File: src/design/min_max_midpoint_window_filter_unit_assert.svh
// Assertion macros for the window filter RTL.
// Each check is sampled on the rising clock edge and is off while reset is low.
`ifndef MIN_MAX_MIDPOINT_WINDOW_FILTER_UNIT_ASSERT_SVH
`define MIN_MAX_MIDPOINT_WINDOW_FILTER_UNIT_ASSERT_SVH
`ifndef SYNTHESIS
// cond holds at every edge
`define ASSERT_ALWAYS(lbl, clk, rst_n, cond) \
    lbl: assert property (@(posedge clk) disable iff (!(rst_n)) (cond)) \
        else $error("window filter check failed");
// cause at an edge brings effect at the same edge
`define ASSERT_IMPLY(lbl, clk, rst_n, cause, effect) \
    lbl: assert property (@(posedge clk) disable iff (!(rst_n)) (cause) |-> (effect)) \
        else $error("window filter check failed");
// cause at an edge brings effect at the next edge
`define ASSERT_NEXT(lbl, clk, rst_n, cause, effect) \
    lbl: assert property (@(posedge clk) disable iff (!(rst_n)) (cause) |=> (effect)) \
        else $error("window filter check failed");
`else
`define ASSERT_ALWAYS(lbl, clk, rst_n, cond)
`define ASSERT_IMPLY(lbl, clk, rst_n, cause, effect)
`define ASSERT_NEXT(lbl, clk, rst_n, cause, effect)
`endif
`endif

File: src/design/mmmw_pkg.sv
`timescale 1ns / 1ps
package mmmw_pkg;
    localparam int PIX_W      = 8;
    localparam int FW_W       = 11;
    localparam int FH_W       = 12;
    localparam int ROW_W      = 13;
    localparam int CFG_IDX_W  = 2;
    localparam int CFG_DATA_W = 12;

    localparam logic [PIX_W-1:0] PIX_MAX = 8'hFF;
    localparam logic [PIX_W-1:0] PIX_MIN = 8'h00;

    // filter modes
    localparam logic [1:0] MODE_MIN = 2'd0;
    localparam logic [1:0] MODE_MAX = 2'd1;
    localparam logic [1:0] MODE_MID = 2'd2;

    // register indexes
    localparam logic [CFG_IDX_W-1:0] CFG_MODE   = 2'd0;
    localparam logic [CFG_IDX_W-1:0] CFG_WIDTH  = 2'd1;
    localparam logic [CFG_IDX_W-1:0] CFG_HEIGHT = 2'd2;

    localparam logic [1:0]      MODE_RESET   = MODE_MIN;
    localparam logic [FW_W-1:0] WIDTH_RESET  = 11'd640;
    localparam logic [FH_W-1:0] HEIGHT_RESET = 12'd480;

    typedef logic [PIX_W-1:0] t_pixel;

    typedef struct packed {
        logic   kind;
        t_pixel pixel;
    } t_in_word;

    typedef struct packed {
        t_pixel value;
        logic   end_of_row;
        logic   end_of_frame;
    } t_out_word;

    // lowest and highest sample seen so far
    typedef struct packed {
        t_pixel lo;
        t_pixel hi;
    } t_span;
endpackage

File: src/design/mmmw_cell.sv
`timescale 1ns / 1ps
module mmmw_cell (
    input  logic            i_clk,
    input  logic            i_shift,
    input  logic            i_keep,
    input  mmmw_pkg::t_span i_col,
    input  mmmw_pkg::t_span i_run,
    output mmmw_pkg::t_span o_col,
    output mmmw_pkg::t_span o_run
);
    import mmmw_pkg::*;

    t_span r_col;

    // hold one window column, advance it to the neighbor on each word
    always_ff @(posedge i_clk) begin
        if (i_shift) begin
            r_col <= i_col;
        end
    end

    // fold this column into the running span when it lies inside the image
    always_comb begin
        o_run = i_run;
        if (i_keep) begin
            if (r_col.lo < i_run.lo) begin
                o_run.lo = r_col.lo;
            end
            if (r_col.hi > i_run.hi) begin
                o_run.hi = r_col.hi;
            end
        end
    end

    assign o_col = r_col;
endmodule

File: config.mk
export PLATFORM = sky130hd
export DESIGN_NAME = mmmw_cell
export DESIGN_NICKNAME = d
export VERILOG_FILES = /design/src/design/min_max_midpoint_window_filter_unit_assert.svh /design/src/design/mmmw_pkg.sv /design/src/design/mmmw_cell.sv
export SDC_FILE = /design/constraint.sdc
export NUM_CORES = 1
export LEC_CHECK = 0
export ABC_AREA = 1
export BUFFER_PORTS_ARGS = -buffer_cell sky130_fd_sc_hd__buf_2
export CORE_MARGIN = 8
export CORE_UTILIZATION = 44
export DETAILED_ROUTE_END_ITERATION = 7
export HOLD_SLACK_MARGIN = 0.06
export PLACE_DENSITY = 0.8
export SLEW_MARGIN = 20
export SYNTH_ARGS = -nofsm -noshare
export SYNTH_HDL_FRONTEND = slang
export SYNTH_SLANG_ARGS = --single-unit
File: constraint.sdc
create_clock -name i_clk -period 3.4 [get_ports i_clk]
set_clock_uncertainty 0.15 [all_clocks]
set_input_delay 1.02 -clock i_clk [delete_from_list [all_inputs] [get_ports i_clk]]
set_output_delay 1.02 -clock i_clk [all_outputs]
set_load 0.01 [all_outputs]
; Word-level counts from Yosys, hierarchy flattened
; Cells that the tools add are included.
[classes]
order_cmp = 2
mux = 3
[ops]
columns = cell, n
row1 = $mux 16, 1
row2 = $mux 8, 2
row3 = $gt 8x8->1, 1
row4 = $lt 8x8->1, 1
[word_totals]
ff_bits = 16
input_bits = 35
output_inout_bits = 32
wordCells = 7

; Depth between registers and ports, before layout
; Gate-level depths: netlist of the first run.
[depth]
word_depth = 3
mapped_depth = 12
ltp_nobuf = 12

; Worst setup path after synthesis of the first run
; Ideal clock, no wire load.
[synth_timing]
kind = in2out
startpoint = in i_run[7] (netlist bit)
endpoint = out o_run[0] (netlist bit)
arrival_ps = 1974
required_time_ps = 2230
path_slack_ps = 256
path_stages = 8
n_path_buf = 0
cell_sequence = inv_1 > ha_1 > a21o_1 > nor2_2 > nand2_4 > nand2_4 > nand2_1 > nand2_1
[synth_rtl]
columns = item, line_no
row1 = "start, declared", mmmw_cell.sv:7  ; input mmmw_pkg::t_span i_run,
row2 = "end, declared", mmmw_cell.sv:9  ; output mmmw_pkg::t_span o_run

==> results of run 1 <==
[metal layers]
layer	track usage	wire [um]	vias up
met5	0	0	-
met4	0.07928	162	0
met3	0.01800	181	13
met2	0.2309	2040	48
met1	0.1491	1523	584
li1	-	-	600
[report_power, final]
part | internal [W] | switching (W) | leakage, nW | total (W)
logic | 0.000129 | 0.000161 | 0.792 | 0.000289
registers | 0.000235 | 0.0000186 | 0.157 | 0.000254
clock network | 0.0000426 | 0.0000570 | 0.0154 | 0.0000997
[logic make-up (layout without fill, tap and decap cells)]
kind of cell,Yosys count,in the layout,synth area share
AO/OA/AOI/OAI,7,8,0.04627
flip-flops,16,16,0.4038
adder cells (fa/ha/maj),15,15,0.1577
buffers and inverters,21,91,0.06625
AND/OR/NAND/NOR,77,80,0.3260
[worst max-delay path, cell delays in order]
cell and delay [ns]:
buf_2 0.10, inv_1 0.07, ha_4 0.27, nand2_1 0.05, nand2_1 0.06, nand2_1 0.07
nand2_2 0.08, nand2_4 0.08, nand2_8 0.10, nand2_8 0.08, nand2_1 0.08, nand2_1 0.04
buf_2 0.13
[metrics by stage]
| stage | setup WS [ns] | power (W) |
|---|---|---|
| floorplan | 0.2565 | 0.0003714 |
| global placement | -0.03354 | 0.0004511 |
| detailed placement | -0.03050 | 0.0004530 |
| CTS | 0.0007288 | 0.0005602 |
| global route | -0.06331 | 0.0006736 |
| finish | 0.001560 | 0.0006428 |
[worst paths after layout]
path	from	to	slack (ns)	cells past startpoint
setup / recovery	i_run[1]	o_run[7]	0.002	13
hold / removal	i_col[12]	o_col[12]	0.75	1
[area by class of cell]
class / instances / area (um^2) / area share
Sequential cell: 16 / 480.5 / 0.2468
Inverter: 21 / 83.83 / 0.04306
Multi-Input combinational cell: 103 / 945.9 / 0.4859
Clock buffer: 3 / 22.52 / 0.01157
Tap cell: 31 / 38.79 / 0.01992
Clock inverter: 1 / 3.754 / 0.001928
Timing Repair Buffer: 66 / 371.6 / 0.1909
[cells in the final DEF, fill, tap and decap left out, drive strengths merged]
| cell | count |
|---|---|
| a21o | 1 |
| buf | 66 |
| clkbuf | 3 |
| a21oi | 5 |
| nor2 | 8 |
| a21boi | 2 |
| nand2 | 56 |
| nand3 | 16 |
| edfxtp | 16 |
| ha | 15 |
| inv | 21 |
| clkinv | 1 |
[what timing repair did]
| item | 4_1_cts | 5_1_grt |
|---|---|---|
| pin swaps | 10 | 30 |
| gates resized for setup | 3 | 62 |
| gates cloned | 2 | 2 |
| setup endpoints to repair | 16 | 16 |
| setup buffers | 0 | 0 |
==> summary.md, run 1 <==
| Metric | Value |
|---|---|
| Outcome | completed |
| Pwr dens | 330.2 nW/um^2 |
| Tcrit/Tclk final | 0.9995 |
| Mapped Area | 1190 um^2 |
| WS Path Type | input pin to output port |
| Drt drc | 0 |
| Die Area | 4624 um^2 |
| Register bit total from synthesis | 16 |
| Share of the yosys chip area belonging to registers | 0.4038 |
| Crit path DAT | 2.23 ns |
| Final setup TNS | 0 ns |
| Hold_ws | 0.7496 ns |
| Drt pass-1 iters | 4 |
| Row count | 19 |
| # nets final | 261 |
| Initial antenna violation count | 0 |
| CTS sink cnt | 16 |
| Vias per inst | 5.166 |
| WL/cell | 16.21 um |
| HP Class | input pin to flop |
| Area grow syn2layout | 63.62% |
| Die Ht | 68 um |
| GPL Wtd Cong | 0.8258 |
| Worst-Margin Slew | 0.3537 ns |
| Final hold violations | 0 |
| Final setup viols | 0 |
| Pleak | 0.9636 nW |
| Ant diodes | 0 |
| Non-Filler Instances | 241 |
| Fin. max-slew vios | 0 |
| Area leader, netlist | edfxtp_1 |
| Synth warn | 0 |
| Initial core utilization | 0.4469 |
| Syn nets | 186 |
| Max Fclk | 294.3 MHz |
| Largest net degree at the start of global routing | 17 |
| Async set-or-reset flop fraction in the synthesized netlist | 0 |
| H-tree levels | 1 |
| CTS Hold Buffers Added | 0 |
| VDD IR max | 0.3469 mV |
| Drt total wl | 3907 um |
| Syn Inst Count | 136 |
| Synth Area per Inst | 8.749 um^2 |
| Post-DP Area | 1559 um^2 |
| EDFF count, synth | 16 |
| Post-synth top cells | nand2_1 (46), inv_1 (21), edfxtp_1 (16), nand3_1 (16), ha_1 (15) |
| Drt first-iter violations | 58 |
| Yosys top cell area share | 0.4038 |
| Most common cell in the netlist | nand2_1 |
| Vias in the first global route | 1,064 |
| CTS tree | built |
| IO Port Bufs | 66 |
| Share of cells above drive strength 1 | 0.6238 |
| Share of the core filled with cells | 0.7312 |
| Minimum clock period | 3.398 ns |
| Max FFs per register | 16 |
| GR Overflow Total | 0 |
| Clk slew on worst S/H paths | 0.09 ns |
| Worst setup EP type | output port |
| Max-cap viol count | 0 |
| First-pass GRT wire length | 4774 um |
| Clk buf depth | 2 |
| CORE AREA | 2663 um^2 |
| Cts bufs inserted | 3 |
| Critical Path Source Type | input pin |
| Placed cell count | 233 |
| Filler Cell Count | 182 |
| Worst-path maximum fanout | 8 |
| Yosys cell types | 15 |
| Top post-synthesis cells by area | edfxtp_1 (40%), ha_1 (16%), nand2_1 (15%) |
| GRT Util Overall | 0.1321 |
| HPWL Detailed | 2465 um |
| Ports | 67 |
| Slew HR | 0.7642 |
| Worst path required time | 2.23 ns |
| Synth Flop Type | edfxtp_1 |
| Post-route cell area | 1947 um^2 |
| Die Width | 68 um |
| CTS root buffer | clkbuf_4 |
| ANT nets after route | 0 |
| Vias | 1,245 |
(Power assumes the default switching activity.)
==> run 2, diff against run 1 <==
--- a/config.mk
+++ b/config.mk
@@ -9,6 +9,7 @@
 export BUFFER_PORTS_ARGS = -buffer_cell sky130_fd_sc_hd__buf_2
 export CORE_MARGIN = 8
 export CORE_UTILIZATION = 44
+export CTS_CLUSTER_DIAMETER = 150
 export DETAILED_ROUTE_END_ITERATION = 7
 export HOLD_SLACK_MARGIN = 0.06
 export PLACE_DENSITY = 0.8
==> constraint.sdc (replaced) <==
create_clock -name i_clk -period 3.4 [get_ports i_clk]
set_clock_uncertainty 0.15 [all_clocks]
set_input_delay 0 -clock i_clk [delete_from_list [all_inputs] [get_ports i_clk]]
set_output_delay 0 -clock i_clk [all_outputs]
set_load 0.01 [all_outputs]
==> summary.md, run 2 (synthesis results as in run 1) <==
| Metric | Value |
|---|---|
| Met3 Routed Length | 209 um (+15%) |
| Initial antenna violation count | 0 (unchanged) |
| Outcome | completed |
| Filler Cell Count | 216 (+19%) |
| Fin. max-slew vios | 0 (unchanged) |
| Initial core utilization | 0.4469 (unchanged) |
| Worst-path maximum fanout | 9 (+1) |
| Hold endpoint | o_run[5] |
| Drt pass-1 iters | 4 (unchanged) |
| Max-cap viol count | 0 (unchanged) |
| Pwr dens | 322.7 nW/um^2 (-2.3%) |
| Minimum clock period | 2.033 ns (-1.366 ns) |
| Post-DP Area | 1559 um^2 (unchanged) |
| HP Class | input pin to output port |
| Die Width | 68 um (unchanged) |
| CP bufs+invs | 1 (-2) |
| Combinational share of power | 0.382 (-0.068) |
| Sequential cell area | 480.5 um^2 (unchanged) |
| Worst setup EP type | output port |
| Drt total wl | 3201 um (-18%) |
| Switch share | 0.3388 (-0.02862) |
| Vias in the first global route | 1,187 (+12%) |
| Largest net degree at the start of global routing | 17 (unchanged) |
| Tcrit/Tclk final | 0.5979 (-0.4017) |
| Final setup viols | 0 (unchanged) |
| Pleak | 0.9826 nW (+2.0%) |
| NetSw | 0.0001919 W (-19%) |
| GR Overflow Total | 0 (unchanged) |
| CTS tree | built |
| GRT Util Overall | 0.1455 (+0.01349) |
| GPL Wtd Cong | 0.8252 (about the same) |
| # nets final | 274 (+5.0%) |
| CTS root buffer | clkbuf_4 |
| Final setup margin | 1.367 ns (+1.366 ns) |
| Max Fclk | 491.9 MHz (+67%) |
| Critical Path Most Common Cell | nand2_1 |
| Critical Path Source Type | flop |
| Ant diodes | 0 (unchanged) |
| Worst path max stage delay | 0.45 ns (+0.18 ns) |
| Die Ht | 68 um (unchanged) |
| H-tree levels | 1 (unchanged) |
| ANT nets after route | 0 (unchanged) |
| Worst min-delay path startpoint | i_run[5] |
| Row count | 19 (unchanged) |
| Final setup TNS | 0 ns (unchanged) |
| Die Area | 4624 um^2 (unchanged) |
| Cts bufs inserted | 3 (unchanged) |
| Clk buf depth | 2 (unchanged) |
| Worst Hold Depth | 4 (+3) |
| Multi-input logic area | 630.6 um^2 (-33%) |
| CTS sink cnt | 16 (unchanged) |
| Max stage delay cell, worst path | edfxtp_1 |
| Drt first-iter violations | 48 (-17%) |
| Vias | 1,191 (-4.3%) |
| Cell Chain, Critical Path | ha_1 > a21oi_1 > nor2_4 > nor2_8 > nand2_4 > nand2_1 > nand2_1 > buf_2 |
| Vias per inst | 4.689 (-9.2%) |
| IO Port Bufs | 66 (unchanged) |
| HPWL Detailed | 2468 um (+0.14%) |
| Share of cells above drive strength 1 | 0.3812 (-0.2426) |
| Post-route cell area | 1755 um^2 (-9.8%) |
| RSZ-0062 raised after global routing | false |
| Ports | 67 (unchanged) |
| Final hold violations | 0 (unchanged) |
| WS Path Type | flop to output port |
| Internal power | 0.0003745 W (-7.9%) |
| Worst-Margin Slew | 0.3410 ns (-0.01264 ns) |
| Sequential power share | 0.438 (+0.043) |
| First-pass GRT wire length | 5202 um (+9.0%) |
| CP top delay family | flip-flops |
| Commonest non-fill, non-tap cell in the layout | buf_2 |
| Place WS | 1.700 ns (+1.731 ns) |
| Tot Pwr | 0.0005665 W (-12%) |
| Highest metal used | met4 |
| Area grow syn2layout | 47.53% |
| Crit path DAT | 1.88 ns (-0.35 ns) |
| Max FFs per register | 16 (unchanged) |
| VDD IR max | 0.3007 mV (-13%) |
| Clock power share | 0.180 (+0.025) |
| Post-Route M1 WL | 1238 um (-19%) |
| Most frequent cells in the layout | buf_2 (66), nand2_1 (46), inv_1 (21), dlygate4sd3_1 (17) |
| CORE AREA | 2663 um^2 (unchanged) |
| WL/cell | 12.60 um (-22%) |
| Worst path required time | 3.25 ns (+1.02 ns) |
| Routed wl met2 | 1700 um (-17%) |
| Clk slew on worst S/H paths | 0.09 ns (about the same) |
| Slew HR | 0.7726 (+0.008426) |
| Drt drc | 0 (unchanged) |
==> run 2: area by class of cell <==
| cell class | instances | share of cell area |
|---|---|---|
| multi-input cells | 99 | 0.3592 |
| repair buffers | 83 | 0.2851 |
| flip-flops and latches | 16 | 0.2737 |
| inverters | 21 | 0.04490 |
| well taps | 31 | 0.02210 |
| clock buffers | 3 | 0.01283 |
| clock inverters | 1 | 0.002138 |
==> run 2: how the worst max path moves through the flow <==
stage               depth (start not counted)  slack, ns        end      start
floorplan                                   7       1.87   o_run[0]   o_col[7]
CTS                                         8       1.37  o_run[11]  o_col[13]
finish                                      8       1.37   o_run[8]  o_col[13]
global route                                8       1.26  o_run[12]  o_col[13]
detailed placement                          8       1.70  o_run[11]  o_col[13]
global placement                            8       1.71  o_run[13]  o_col[13]
==> run 2: timing repair <==
action                     4_1_cts  5_1_grt
hold buffers                    17        0
setup endpoints to repair        0        0
hold endpoints to repair        32        0
gates resized for setup          0        0
setup buffers                    0        0
==> run 2: stage by stage <==
| stage | util | instances | hold slack (ns) |
|---|---|---|---|
| floorplan | - | 136 | -0.05113 |
| global placement | 0.5855 | 233 | 0.02644 |
| detailed placement | 0.5855 | 233 | 0.02812 |
| CTS | 0.6593 | 254 | 0.1407 |
| global route | 0.6593 | 254 | 0.1637 |
| finish | 0.6593 | 254 | 0.1363 |
==> run 2: power groups by stage <==
stage	Clock (W)	Combinational [W]	Sequential, W
after floorplan	0	0.000114	0.000258
after global placement	0	0.000200	0.000252
after detailed placement	0	0.000202	0.000252
after CTS	0.000104	0.000217	0.000248
after global routing	0.000114	0.000240	0.000250
final	0.000102	0.000217	0.000248
==> run 2: metal layers <==
layer | track usage | vias to the layer above
met1 | 0.1541 | 532
met4 | 0.06905 | 0
met3 | 0.04419 | 5
met5 | 0 | -
met2 | 0.2579 | 37
li1 | - | 617
==> run 2: worst min-delay path: cells and delay by family <==
| kind | cells | cell delay, ns |
|---|---|---|
| buf+inv | 2 | 0.20 |
| simple gates | 2 | 0.08 |
